===== config.mk =====
export PLATFORM = sky130hd
export DESIGN_NAME = link_reconnect_backoff_controller_top
export DESIGN_NICKNAME = d
export VERILOG_FILES = /design/src/rtl/lrbc_pkg.sv /design/src/rtl/lrbc_cfg_regs.sv /design/src/rtl/lrbc_backoff.sv /design/src/rtl/lrbc_engine.sv /design/src/rtl/link_reconnect_backoff_controller_top.sv
export VERILOG_INCLUDE_DIRS = /design/src /design/src/rtl
export SDC_FILE = /design/constraint.sdc
export NUM_CORES = 2
export LEC_CHECK = 0
export BUFFER_PORTS_ARGS = -buffer_cell sky130_fd_sc_hd__buf_4
export CORE_UTILIZATION = 44
export CTS_BUF_LIST = sky130_fd_sc_hd__clkbuf_16
export DETAILED_ROUTE_END_ITERATION = 7
export PLACE_DENSITY_LB_ADDON = 0.15
export SYNTH_ARGS = -nofsm -noshare
export SYNTH_HDL_FRONTEND = slang
export SYNTH_SLANG_ARGS = --single-unit

===== constraint.sdc =====
create_clock -name clk -period 13.2 [get_ports clk]
set_input_delay 0.66 -clock clk [delete_from_list [all_inputs] [get_ports clk]]
set_output_delay 0.66 -clock clk [all_outputs]
set_load 0.1 [all_outputs]

===== src/rtl/link_reconnect_backoff_controller_top_assert.svh =====
// ----------------------------------------------------------------------------
// Link reconnect backoff controller assertion macros
// Shared concurrent assertion forms, clocked on clk, disabled during reset.
// ----------------------------------------------------------------------------
`ifndef LINK_RECONNECT_BACKOFF_CONTROLLER_TOP_ASSERT_SVH
`define LINK_RECONNECT_BACKOFF_CONTROLLER_TOP_ASSERT_SVH

// Same-cycle implication.
`define LRBC_ASSERT_NOW(label, ante, cons, msg) \
  label: assert property (@(posedge clk) disable iff (!rst_n) (ante) |-> (cons)) \
    else $error(msg);

// Next-cycle implication.
`define LRBC_ASSERT_NEXT(label, ante, cons, msg) \
  label: assert property (@(posedge clk) disable iff (!rst_n) (ante) |=> (cons)) \
    else $error(msg);

`endif


===== src/rtl/lrbc_pkg.sv =====
// ----------------------------------------------------------------------------
// Link reconnect backoff controller package
// Word types, configuration layout and event codes shared by the RTL.
// ----------------------------------------------------------------------------
package lrbc_pkg;

  localparam int ATT_W   = 6;
  localparam int CFG_W   = 32;
  localparam int NOW_W   = 48;
  localparam int EGEN_W  = 32;
  localparam int CNT_W   = 32;

  typedef enum logic [1:0] {
    REQ_START = 2'd0,
    REQ_EVENT = 2'd1,
    REQ_POLL  = 2'd2,
    REQ_NONE  = 2'd3
  } req_t;

  typedef enum logic [2:0] {
    EV_NONE         = 3'd0,
    EV_DISCONNECTED = 3'd1,
    EV_RECONNECTED  = 3'd2,
    EV_RETRY_DUE    = 3'd3,
    EV_EXHAUSTED    = 3'd4,
    EV_STALLED      = 3'd5
  } ev_code_t;

  typedef enum logic [1:0] {
    CFG_ATTEMPT_CEIL    = 2'd0,
    CFG_INITIAL_BACKOFF = 2'd1,
    CFG_MAX_BACKOFF     = 2'd2,
    CFG_EPISODE_BUDGET  = 2'd3
  } cfg_idx_t;

  localparam logic [2:0] COND_CONNECTED    = 3'd0;
  localparam logic [2:0] COND_DISCONNECTED = 3'd1;
  localparam logic [2:0] COND_CLOSED       = 3'd3;

  localparam logic STATUS_OK          = 1'b0;
  localparam logic STATUS_WRONG_STATE = 1'b1;

  localparam logic LINK_EGRESS = 1'b1;

  localparam logic [ATT_W-1:0] ATT_ONE = 6'd1;

  localparam logic [ATT_W-1:0] RST_ATTEMPT_CEIL    = 6'd3;
  localparam logic [CFG_W-1:0] RST_INITIAL_BACKOFF = 32'd100;
  localparam logic [CFG_W-1:0] RST_MAX_BACKOFF     = 32'd2000;
  localparam logic [CFG_W-1:0] RST_EPISODE_BUDGET  = 32'd10000;

  typedef struct packed {
    logic [ATT_W-1:0] attempt_ceil;
    logic [CFG_W-1:0] initial_backoff;
    logic [CFG_W-1:0] max_backoff;
    logic [CFG_W-1:0] episode_budget;
  } cfg_t;

  typedef struct packed {
    logic [1:0]        req_type;
    logic              link_select;
    logic [EGEN_W-1:0] event_generation;
    logic [2:0]        link_condition;
    logic              stall_flag;
    logic [NOW_W-1:0]  now_time;
  } in_word_t;

  typedef struct packed {
    logic              status;
    logic [2:0]        event_code;
    logic [EGEN_W-1:0] current_generation;
    logic [ATT_W-1:0]  attempt_count;
    logic              pending_flag;
    logic              exhausted_flag;
    logic              ingest_up;
    logic              egress_up;
    logic [CNT_W-1:0]  stale_count;
    logic [CNT_W-1:0]  stall_count;
    logic [NOW_W-1:0]  retry_time;
    logic [NOW_W-1:0]  deadline_time;
  } out_word_t;

endpackage


===== src/rtl/lrbc_cfg_regs.sv =====
// ----------------------------------------------------------------------------
// Configuration registers
// Write-only register file holding the backoff and episode settings.
// ----------------------------------------------------------------------------
module lrbc_cfg_regs
  import lrbc_pkg::*;
(
  input  logic             clk,
  input  logic             rst_n,
  input  logic             cfg_wr_en,
  input  logic [1:0]       cfg_index,
  input  logic [CFG_W-1:0] cfg_wdata,
  output cfg_t             cfg
);

  cfg_t cfg_r;
  cfg_t cfg_nxt;

  always_comb begin
    cfg_nxt = cfg_r;
    if (cfg_wr_en) begin
      unique case (cfg_idx_t'(cfg_index))
        CFG_ATTEMPT_CEIL:    cfg_nxt.attempt_ceil    = cfg_wdata[ATT_W-1:0];
        CFG_INITIAL_BACKOFF: cfg_nxt.initial_backoff = cfg_wdata;
        CFG_MAX_BACKOFF:     cfg_nxt.max_backoff     = cfg_wdata;
        CFG_EPISODE_BUDGET:  cfg_nxt.episode_budget  = cfg_wdata;
      endcase
    end
  end

  always_ff @(posedge clk) begin
    if (!rst_n) begin
      cfg_r.attempt_ceil    <= RST_ATTEMPT_CEIL;
      cfg_r.initial_backoff <= RST_INITIAL_BACKOFF;
      cfg_r.max_backoff     <= RST_MAX_BACKOFF;
      cfg_r.episode_budget  <= RST_EPISODE_BUDGET;
    end else begin
      cfg_r <= cfg_nxt;
    end
  end

  assign cfg = cfg_r;

endmodule


===== src/rtl/lrbc_backoff.sv =====
// ----------------------------------------------------------------------------
// Backoff delay
// Initial delay doubled once per attempt after the first, capped at the max.
// ----------------------------------------------------------------------------
module lrbc_backoff
  import lrbc_pkg::*;
(
  input  logic [ATT_W-1:0] attempts,
  input  logic [CFG_W-1:0] initial_backoff,
  input  logic [CFG_W-1:0] max_backoff,
  output logic [CFG_W-1:0] delay
);

  logic [ATT_W-1:0]   shift_n;
  logic [2*CFG_W-1:0] shifted;
  logic               over;

  // The shifted delay is compared against the cap, so the result is min(init << n, max).
  always_comb begin
    shift_n = (attempts > ATT_ONE) ? attempts - ATT_ONE : '0;
    shifted = (2*CFG_W)'(initial_backoff) << shift_n[ATT_W-2:0];
    over    = (shift_n[ATT_W-1] && (initial_backoff != '0)) ||
              (shifted[2*CFG_W-1:CFG_W] != '0);
    delay   = (over || (shifted[CFG_W-1:0] > max_backoff)) ? max_backoff
                                                            : shifted[CFG_W-1:0];
  end

endmodule


===== src/rtl/lrbc_engine.sv =====
// ----------------------------------------------------------------------------
// Recovery engine
// Episode state registers and the single-pass step that updates them.
// ----------------------------------------------------------------------------
`include "link_reconnect_backoff_controller_top_assert.svh"

module lrbc_engine
  import lrbc_pkg::*;
#(
  parameter int TIME_BITS     = 48,
  parameter int GEN_BITS      = 32,
  parameter int ATTEMPT_LIMIT = 32
) (
  input  logic      clk,
  input  logic      rst_n,
  input  logic      step_en,
  input  in_word_t  word,
  input  cfg_t      cfg,
  output out_word_t res
);

  localparam int                 TW1    = TIME_BITS + 1;
  localparam logic [63:0]        TMAX64 = {64{1'b1}} >> (64 - TIME_BITS);
  localparam logic [ATT_W-1:0]   LIMIT  = ATT_W'(ATTEMPT_LIMIT);

  logic [GEN_BITS-1:0]  gen_r,   gen_nxt;
  logic [ATT_W-1:0]     att_r,   att_nxt;
  logic                 pend_r,  pend_nxt;
  logic                 exh_r,   exh_nxt;
  logic                 iup_r,   iup_nxt;
  logic                 eup_r,   eup_nxt;
  logic [TIME_BITS-1:0] rt_r,    rt_nxt;
  logic [TIME_BITS-1:0] dl_r,    dl_nxt;
  logic [CNT_W-1:0]     stale_r, stale_nxt;
  logic [CNT_W-1:0]     stall_r, stall_nxt;

  logic [63:0]          now64;
  logic [TIME_BITS-1:0] now_t;
  logic [ATT_W-1:0]     cap;
  logic                 restart_go;
  logic [ATT_W-1:0]     att_eff;
  logic [TIME_BITS-1:0] dl_eff;
  logic [TW1-1:0]       dl_sum;
  logic [TIME_BITS-1:0] dl_restart;
  logic [CFG_W-1:0]     delay;
  logic [TW1-1:0]       rt_sum;
  logic [TIME_BITS-1:0] rt_sat;
  logic [TIME_BITS-1:0] rt_plan;
  logic                 plan_exh;
  logic                 stale;
  logic                 is_egress;
  logic                 status;
  ev_code_t             ev;
  ev_code_t             plan_ev;

  always_comb begin
    now64 = 64'(word.now_time);
    now_t = TIME_BITS'((now64 > TMAX64) ? TMAX64 : now64);
  end

  assign cap        = (cfg.attempt_ceil > LIMIT) ? LIMIT : cfg.attempt_ceil;
  assign restart_go = iup_r & eup_r & ~pend_r;

  // Saturating deadline for a fresh episode.
  assign dl_sum     = {1'b0, now_t} + TW1'(cfg.episode_budget);
  assign dl_restart = dl_sum[TIME_BITS] ? '1 : dl_sum[TIME_BITS-1:0];

  assign att_eff = restart_go ? ATT_ONE : att_r;
  assign dl_eff  = restart_go ? dl_restart : dl_r;

  lrbc_backoff u_backoff (
    .attempts        (att_eff),
    .initial_backoff (cfg.initial_backoff),
    .max_backoff     (cfg.max_backoff),
    .delay           (delay)
  );

  // Retry time: saturating now + delay, clipped to the deadline.
  assign rt_sum   = {1'b0, now_t} + TW1'(delay);
  assign rt_sat   = rt_sum[TIME_BITS] ? '1 : rt_sum[TIME_BITS-1:0];
  assign rt_plan  = (rt_sat > dl_eff) ? dl_eff : rt_sat;
  assign plan_exh = (att_eff >= cap) || (now_t >= dl_eff);
  assign plan_ev  = plan_exh ? EV_EXHAUSTED :
                    (att_eff == ATT_ONE) ? EV_DISCONNECTED : EV_NONE;

  assign stale     = 64'(word.event_generation) != 64'(gen_r);
  assign is_egress = word.link_select == LINK_EGRESS;

  always_comb begin
    gen_nxt   = gen_r;
    att_nxt   = att_r;
    pend_nxt  = pend_r;
    exh_nxt   = exh_r;
    iup_nxt   = iup_r;
    eup_nxt   = eup_r;
    rt_nxt    = rt_r;
    dl_nxt    = dl_r;
    stale_nxt = stale_r;
    stall_nxt = stall_r;
    status    = STATUS_OK;
    ev        = EV_NONE;

    unique case (req_t'(word.req_type))
      REQ_START: begin
        gen_nxt   = GEN_BITS'(1);
        att_nxt   = ATT_ONE;
        pend_nxt  = 1'b0;
        exh_nxt   = 1'b0;
        iup_nxt   = 1'b0;
        eup_nxt   = 1'b0;
        rt_nxt    = '0;
        dl_nxt    = dl_restart;
        stale_nxt = '0;
        stall_nxt = '0;
      end
      REQ_EVENT: begin
        if (stale) begin
          stale_nxt = stale_r + CNT_W'(1);
          status    = STATUS_WRONG_STATE;
        end else if (exh_r) begin
          status = STATUS_WRONG_STATE;
        end else if (is_egress && word.stall_flag) begin
          stall_nxt = stall_r + CNT_W'(1);
          if (restart_go) begin
            att_nxt = ATT_ONE;
            rt_nxt  = '0;
            dl_nxt  = dl_restart;
          end
          if (!pend_r) begin
            if (plan_exh) begin
              exh_nxt  = 1'b1;
              pend_nxt = 1'b0;
            end else begin
              pend_nxt = 1'b1;
              rt_nxt   = rt_plan;
            end
          end
          ev = EV_STALLED;
        end else if (word.link_condition == COND_CONNECTED) begin
          if (is_egress) begin
            eup_nxt = 1'b1;
          end else begin
            iup_nxt = 1'b1;
          end
          if (!(iup_r && eup_r) && (is_egress ? iup_r : eup_r)) begin
            pend_nxt = 1'b0;
            ev       = EV_RECONNECTED;
          end
        end else if (word.link_condition >= COND_DISCONNECTED &&
                     word.link_condition <= COND_CLOSED) begin
          if (restart_go) begin
            att_nxt = ATT_ONE;
            rt_nxt  = '0;
            dl_nxt  = dl_restart;
          end
          if (is_egress) begin
            eup_nxt = 1'b0;
          end else begin
            iup_nxt = 1'b0;
          end
          if (!pend_r) begin
            if (plan_exh) begin
              exh_nxt  = 1'b1;
              pend_nxt = 1'b0;
            end else begin
              pend_nxt = 1'b1;
              rt_nxt   = rt_plan;
            end
            ev = plan_ev;
          end
        end
      end
      REQ_POLL: begin
        // A pending retry rules out a restart, so plan_exh sees the live state.
        if (exh_r) begin
          status = STATUS_WRONG_STATE;
        end else if (pend_r && (now_t >= rt_r)) begin
          if (plan_exh) begin
            exh_nxt  = 1'b1;
            pend_nxt = 1'b0;
            ev       = EV_EXHAUSTED;
          end else begin
            pend_nxt = 1'b0;
            iup_nxt  = 1'b0;
            eup_nxt  = 1'b0;
            att_nxt  = att_r + ATT_ONE;
            gen_nxt  = gen_r + GEN_BITS'(1);
            ev       = EV_RETRY_DUE;
          end
        end
      end
      REQ_NONE: begin
      end
    endcase
  end

  always_ff @(posedge clk) begin
    if (!rst_n) begin
      gen_r   <= '0;
      att_r   <= '0;
      pend_r  <= 1'b0;
      exh_r   <= 1'b0;
      iup_r   <= 1'b0;
      eup_r   <= 1'b0;
      rt_r    <= '0;
      dl_r    <= '0;
      stale_r <= '0;
      stall_r <= '0;
    end else if (step_en) begin
      gen_r   <= gen_nxt;
      att_r   <= att_nxt;
      pend_r  <= pend_nxt;
      exh_r   <= exh_nxt;
      iup_r   <= iup_nxt;
      eup_r   <= eup_nxt;
      rt_r    <= rt_nxt;
      dl_r    <= dl_nxt;
      stale_r <= stale_nxt;
      stall_r <= stall_nxt;
    end
  end

  always_comb begin
    res.status             = status;
    res.event_code         = ev;
    res.current_generation = EGEN_W'(gen_nxt);
    res.attempt_count      = att_nxt;
    res.pending_flag       = pend_nxt;
    res.exhausted_flag     = exh_nxt;
    res.ingest_up          = iup_nxt;
    res.egress_up          = eup_nxt;
    res.stale_count        = stale_nxt;
    res.stall_count        = stall_nxt;
    res.retry_time         = NOW_W'(rt_nxt);
    res.deadline_time      = NOW_W'(dl_nxt);
  end

  `LRBC_ASSERT_NOW(a_pend_exh_excl, exh_r, !pend_r, "retry pending while exhausted")
  `LRBC_ASSERT_NOW(a_att_limit, 1'b1, att_r <= LIMIT, "attempt count above limit")
  `LRBC_ASSERT_NOW(a_retry_in_episode, pend_r, rt_r <= dl_r, "retry scheduled past deadline")

endmodule


===== src/rtl/link_reconnect_backoff_controller_top.sv =====
// ----------------------------------------------------------------------------
// Link reconnect backoff controller, top level
// Path: an accepted word passes the request register, then the result register, to out_valid.
// Throughput: one word per cycle while out_ready is high; set by the single-pass episode state update.
// Reset: synchronous active-low rst_n clears state and loads register defaults.
// ----------------------------------------------------------------------------
`include "link_reconnect_backoff_controller_top_assert.svh"

module link_reconnect_backoff_controller_top
  import lrbc_pkg::*;
#(
  parameter int TIME_BITS     = 48,
  parameter int GEN_BITS      = 32,
  parameter int ATTEMPT_LIMIT = 32
) (
  input  logic             clk,
  input  logic             rst_n,
  // request words
  input  logic             in_valid,
  output logic             in_ready,
  input  in_word_t         in_word,
  // result words
  output logic             out_valid,
  input  logic             out_ready,
  output out_word_t        out_word,
  // register writes
  input  logic             cfg_wr_en,
  input  logic [1:0]       cfg_index,
  input  logic [CFG_W-1:0] cfg_wdata
);

  // Two register stages: the request register feeds the step logic, and the
  // result register holds the step's word until the sink takes it. State in
  // the engine updates on the same edge the result is captured, so the next
  // request word in line always sees the updated episode state.

  cfg_t      cfg;
  logic      req_valid_r;
  in_word_t  req_word_r;
  logic      out_valid_r;
  out_word_t out_word_r;
  out_word_t step_res;
  logic      step_fire;

  lrbc_cfg_regs u_cfg_regs (
    .clk       (clk),
    .rst_n     (rst_n),
    .cfg_wr_en (cfg_wr_en),
    .cfg_index (cfg_index),
    .cfg_wdata (cfg_wdata),
    .cfg       (cfg)
  );

  // Advance a request into the result register whenever that register is
  // empty or being drained this cycle.
  assign step_fire = req_valid_r && (!out_valid_r || out_ready);

  // Accept a new word while the request register is empty or moving on.
  assign in_ready = !req_valid_r || step_fire;

  lrbc_engine #(
    .TIME_BITS     (TIME_BITS),
    .GEN_BITS      (GEN_BITS),
    .ATTEMPT_LIMIT (ATTEMPT_LIMIT)
  ) u_engine (
    .clk     (clk),
    .rst_n   (rst_n),
    .step_en (step_fire),
    .word    (req_word_r),
    .cfg     (cfg),
    .res     (step_res)
  );

  // Request register: valid cleared by reset, payload held without reset.
  always_ff @(posedge clk) begin
    if (!rst_n) begin
      req_valid_r <= 1'b0;
    end else if (in_ready) begin
      req_valid_r <= in_valid;
    end
  end

  always_ff @(posedge clk) begin
    if (in_valid && in_ready) begin
      req_word_r <= in_word;
    end
  end

  // Result register: load on a step, drop valid once taken with nothing new.
  always_ff @(posedge clk) begin
    if (!rst_n) begin
      out_valid_r <= 1'b0;
    end else if (step_fire) begin
      out_valid_r <= 1'b1;
    end else if (out_ready) begin
      out_valid_r <= 1'b0;
    end
  end

  always_ff @(posedge clk) begin
    if (step_fire) begin
      out_word_r <= step_res;
    end
  end

  assign out_valid = out_valid_r;
  assign out_word  = out_word_r;

  `LRBC_ASSERT_NEXT(a_step_shows, step_fire, out_valid_r, "stepped word not presented")
  `LRBC_ASSERT_NEXT(a_req_hold, req_valid_r && !step_fire,
                    req_valid_r && $stable(req_word_r), "waiting request word lost")
  `LRBC_ASSERT_NEXT(a_drain, out_valid_r && out_ready && !step_fire, !out_valid_r,
                    "taken result word repeated")

endmodule


==> results_dict.tcl <==
set metrics [dict create \
    gp_congestion 0.993 \
    synth.cell_area_sq_um 37500 \
    cp.arrival_ns 12.31 \
    grt_use_met2_pct 49.8 \
    timing.setup.tns_ns 0 \
    routed_via_density 6.08 \
    violations "max-capacitance violations, max-slew violations" \
    clk_root_buffer_cell "sky130_fd_sc_hd__clkbuf_16" \
    number_of_distinct_standard_cells_referenced_by_the_synthesized_netlist 98 \
    yosysSeqAreaShare_pct 39.8 \
    setup_slack_placement_ns 1.60 \
    avgSynthCellArea_sq_um 8.68 \
    worst_slack_ns 1.27 \
    p_clk_share_pct 36.3 \
    grt_pass1_wl_microns 206000 \
    detailedRoute.firstIterationViolations 3389 \
    synth_top_area_cell "sky130_fd_sc_hd__edfxtp_1" \
    share_of_flip_flops_with_an_asynchronous_set_or_reset_after_synthesis_pct 0 \
    core_sq_um 84000 \
    netlist_instances 4323 \
    detail_route.drc_violations 0 \
    synth_top_cells_by_count "sky130_fd_sc_hd__nand2_1, sky130_fd_sc_hd__a21oi_1, sky130_fd_sc_hd__nor2_1" \
    cell_with_the_most_instances_after_synthesis "sky130_fd_sc_hd__nand2_1" \
    post_route_cells_drive_above_1_share_pct 13.2 \
    drtPass1Iterations 6 \
    cts_tree "done" \
    groute.layer.met3.usage_pct 5.16 \
    grt_util_met1_pct 43.9 \
    globalRouteOverflowTotal 0 \
    grt_max_degree 139 \
    dominantRegCellSynth "sky130_fd_sc_hd__dfxtp_1" \
    static-leakage-power_nw 17.0 \
    power_frac_seq_pct 41.3 \
    slew-limit-headroom_pct -2.54 \
    critPathTopFamily "compound AO/OA/AOI/OAI gates" \
    worst-setup-path-type "reg -> reg" \
    floorplan.io_pins 334 \
    timing.critical_path.slowest_cell_delay_ns 0.70 \
    first_global_vias 31900 \
    cts-root-to-sink-buffers 3 \
    switching_power_mw 1.70 \
    final_period_minus_worst_setup_slack_ns 11.93 \
    hold_class "in -> reg" \
    grt_setup_unrepaired "no" \
    crit_path_start_kind "flop" \
    row_count 106 \
    vias 34800 \
    setup_violations 0 \
    area_growth_syn_to_layout_pct 15.0 \
    detailedPlacementHpwl_microns 107000 \
    report.final.slew_viol_count 3 \
    portBuffers 333 \
    die-width_microns 294 \
    post-cts-setup-buffer-count 0 \
    cts.sink_count 599 \
    finalHoldViolations 0 \
    p_comb_share_pct 22.4 \
    intPower_mw 3.41 \
    status "complete, but fails checks" \
    groute.usage.overall_pct 31.8 \
    count_of_flip_flops_with_a_built_in_enable_after_synthesis 293 \
    worst-slew-pin-transition_ns 1.52 \
    power.ir.vdd_worst_v 0.0000966 \
    cp_max_fo 33 \
    worst_ep_required_time_ns 13.58 \
    p_sw_share_pct 33.3 \
    drt_wl_total_microns 141000 \
    cts.htree.levels 3 \
    critical_path_buf_inv_count 4 \
    worst_setup_path_end_kind "flop" \
    max_freq_ghz 0.0838 \
    yosysTopAreaCellShare_pct 23.5 \
    fin_worst_skew_ns 0.0356 \
    max-cap-violations 1 \
    global_route_hottest_layer "met2" \
    initial_utilization_pct 44.7 \
    pwr_density_cell_nw_per_um2 118 \
    synth_seq_cells 599 \
    synth.top_cells.by_area "sky130_fd_sc_hd__edfxtp_1, sky130_fd_sc_hd__dfxtp_1, sky130_fd_sc_hd__ha_1" \
    postCtsHoldBufs 0 \
    synth-warning-count 0 \
    floorplan.die_area_sq_um 86400 \
    mappedNetlistNets 4704 \
    r2r_setup_slack_ns 1.27 \
    die-height_microns 294 \
    clk_transition_reported_paths_ns 0.06 \
    ant_nets 0 \
    clock_latency_ns 0.64 \
    finalNetCount 4911 \
    post_drt_wl_per_cell_microns 24.7 \
    number_of_antenna_violations_at_the_first_check_in_global_routing 2 \
    cts_inserted_buffers 69 \
    post_cts_resize_count 0 \
    layout_worst_path_cycle_share_pct 90.4 \
    cp_slowest_cell "sky130_fd_sc_hd__o211ai_4" \
]
-- flip-flops by register name (all words and copies together) (netlist names), 6 cells and up --
name / cells
req_word_r: 87
u_engine.gen_r: 32
u_engine.rt_r: 48
out_word: 206
u_engine.att_r: 6
u_engine.dl_r: 48
u_engine.stale_r: 32
u_engine.stall_r: 32
u_cfg_regs.cfg: 102
-- power groups by stage --
stage,Clock (mW),Sequential (mW),Combinational (mW)
after detailed placement,0,2.14,1.12
after global routing,1.95,2.11,1.22
after global placement,0,2.14,1.12
after floorplan,0,2.32,0.593
after CTS,1.89,2.10,1.13
final,1.85,2.11,1.14
-- cell type report --
cell class                      count  area, sq um
Clock inverter                     57          408
Fill cell                        7973        40800
Sequential cell                   599        14900
Timing Repair Buffer              400         3020
Multi-Input combinational cell   3313        21000
Tap cell                         1134         1420
Antenna cell                        1         2.50
Inverter                          147          567
Clock buffer                       71         1780
-- logic make-up (layout without fill, tap and decap cells) --
kind of cell	after synthesis	in the layout	synth area share, %
simple gates	1573	1573	19.3
compound gates	1251	1251	21.9
flops	599	599	39.8
buf+inv	411	675	4.33
fa+ha+maj	255	255	8.55
mux	135	135	3.81
xor+xnor	99	99	2.31
other cells	0	1	0
-- metal layers --
layer / up-vias / wire (microns)
met5: - / 0
met4: 0 / 5670
met3: 296 / 11400
met2: 1558 / 62900
met1: 16700 / 61400
li1: 16300 / -
-- layout by cell type (no fill, tap or decap), types with 67 or more instances in the layout --
| cell | Yosys | layout |
|---|---|---|
| sky130_fd_sc_hd__a21o_1 | 112 | 112 |
| sky130_fd_sc_hd__o21ai_0 | 246 | 246 |
| sky130_fd_sc_hd__nor2_1 | 335 | 333 |
| sky130_fd_sc_hd__buf_4 | 2 | 399 |
| sky130_fd_sc_hd__nand2_1 | 640 | 639 |
| sky130_fd_sc_hd__clkbuf_16 | 0 | 71 |
| sky130_fd_sc_hd__inv_1 | 145 | 161 |
| sky130_fd_sc_hd__a21oi_1 | 367 | 364 |
| sky130_fd_sc_hd__nand4_1 | 67 | 67 |
| sky130_fd_sc_hd__nand3_1 | 148 | 148 |
| sky130_fd_sc_hd__dfxtp_1 | 306 | 306 |
| sky130_fd_sc_hd__edfxtp_1 | 293 | 293 |
| sky130_fd_sc_hd__nor3_1 | 98 | 97 |
| sky130_fd_sc_hd__ha_1 | 253 | 253 |
| sky130_fd_sc_hd__mux2i_1 | 107 | 107 |
-- stage by stage --
| step | cell area, sq um | hold WS (ns) | std cells | power (mW) | util (%) |
|---|---|---|---|---|---|
| 4_1_cts | 43100 | 0.166 | 5721 | 5.12 | 51.4 |
| 6_report | 43100 | 0.199 | 5722 | 5.10 | 51.4 |
| 3_3_place_gp | 41000 | 0.443 | 5593 | 3.27 | 48.8 |
| 5_1_grt | 43100 | 0.183 | 5721 | 5.28 | 51.4 |
| 2_1_floorplan | 37500 | 0.436 | 4323 | 2.91 | - |
| 3_5_place_dp | 41000 | 0.454 | 5593 | 3.27 | 48.8 |
-- worst paths after layout --
path                            from            endpoint  depth (start not counted)
setup reg to reg   u_engine.att_r[2]        out_word[67]                         35
hold / removal            in_word[1]       req_word_r[1]                          1
hold reg to reg   u_cfg_regs.cfg[15]  u_cfg_regs.cfg[15]                          2
setup / recovery   u_engine.att_r[2]        out_word[67]                         35
(Power assumes the default switching activity.)
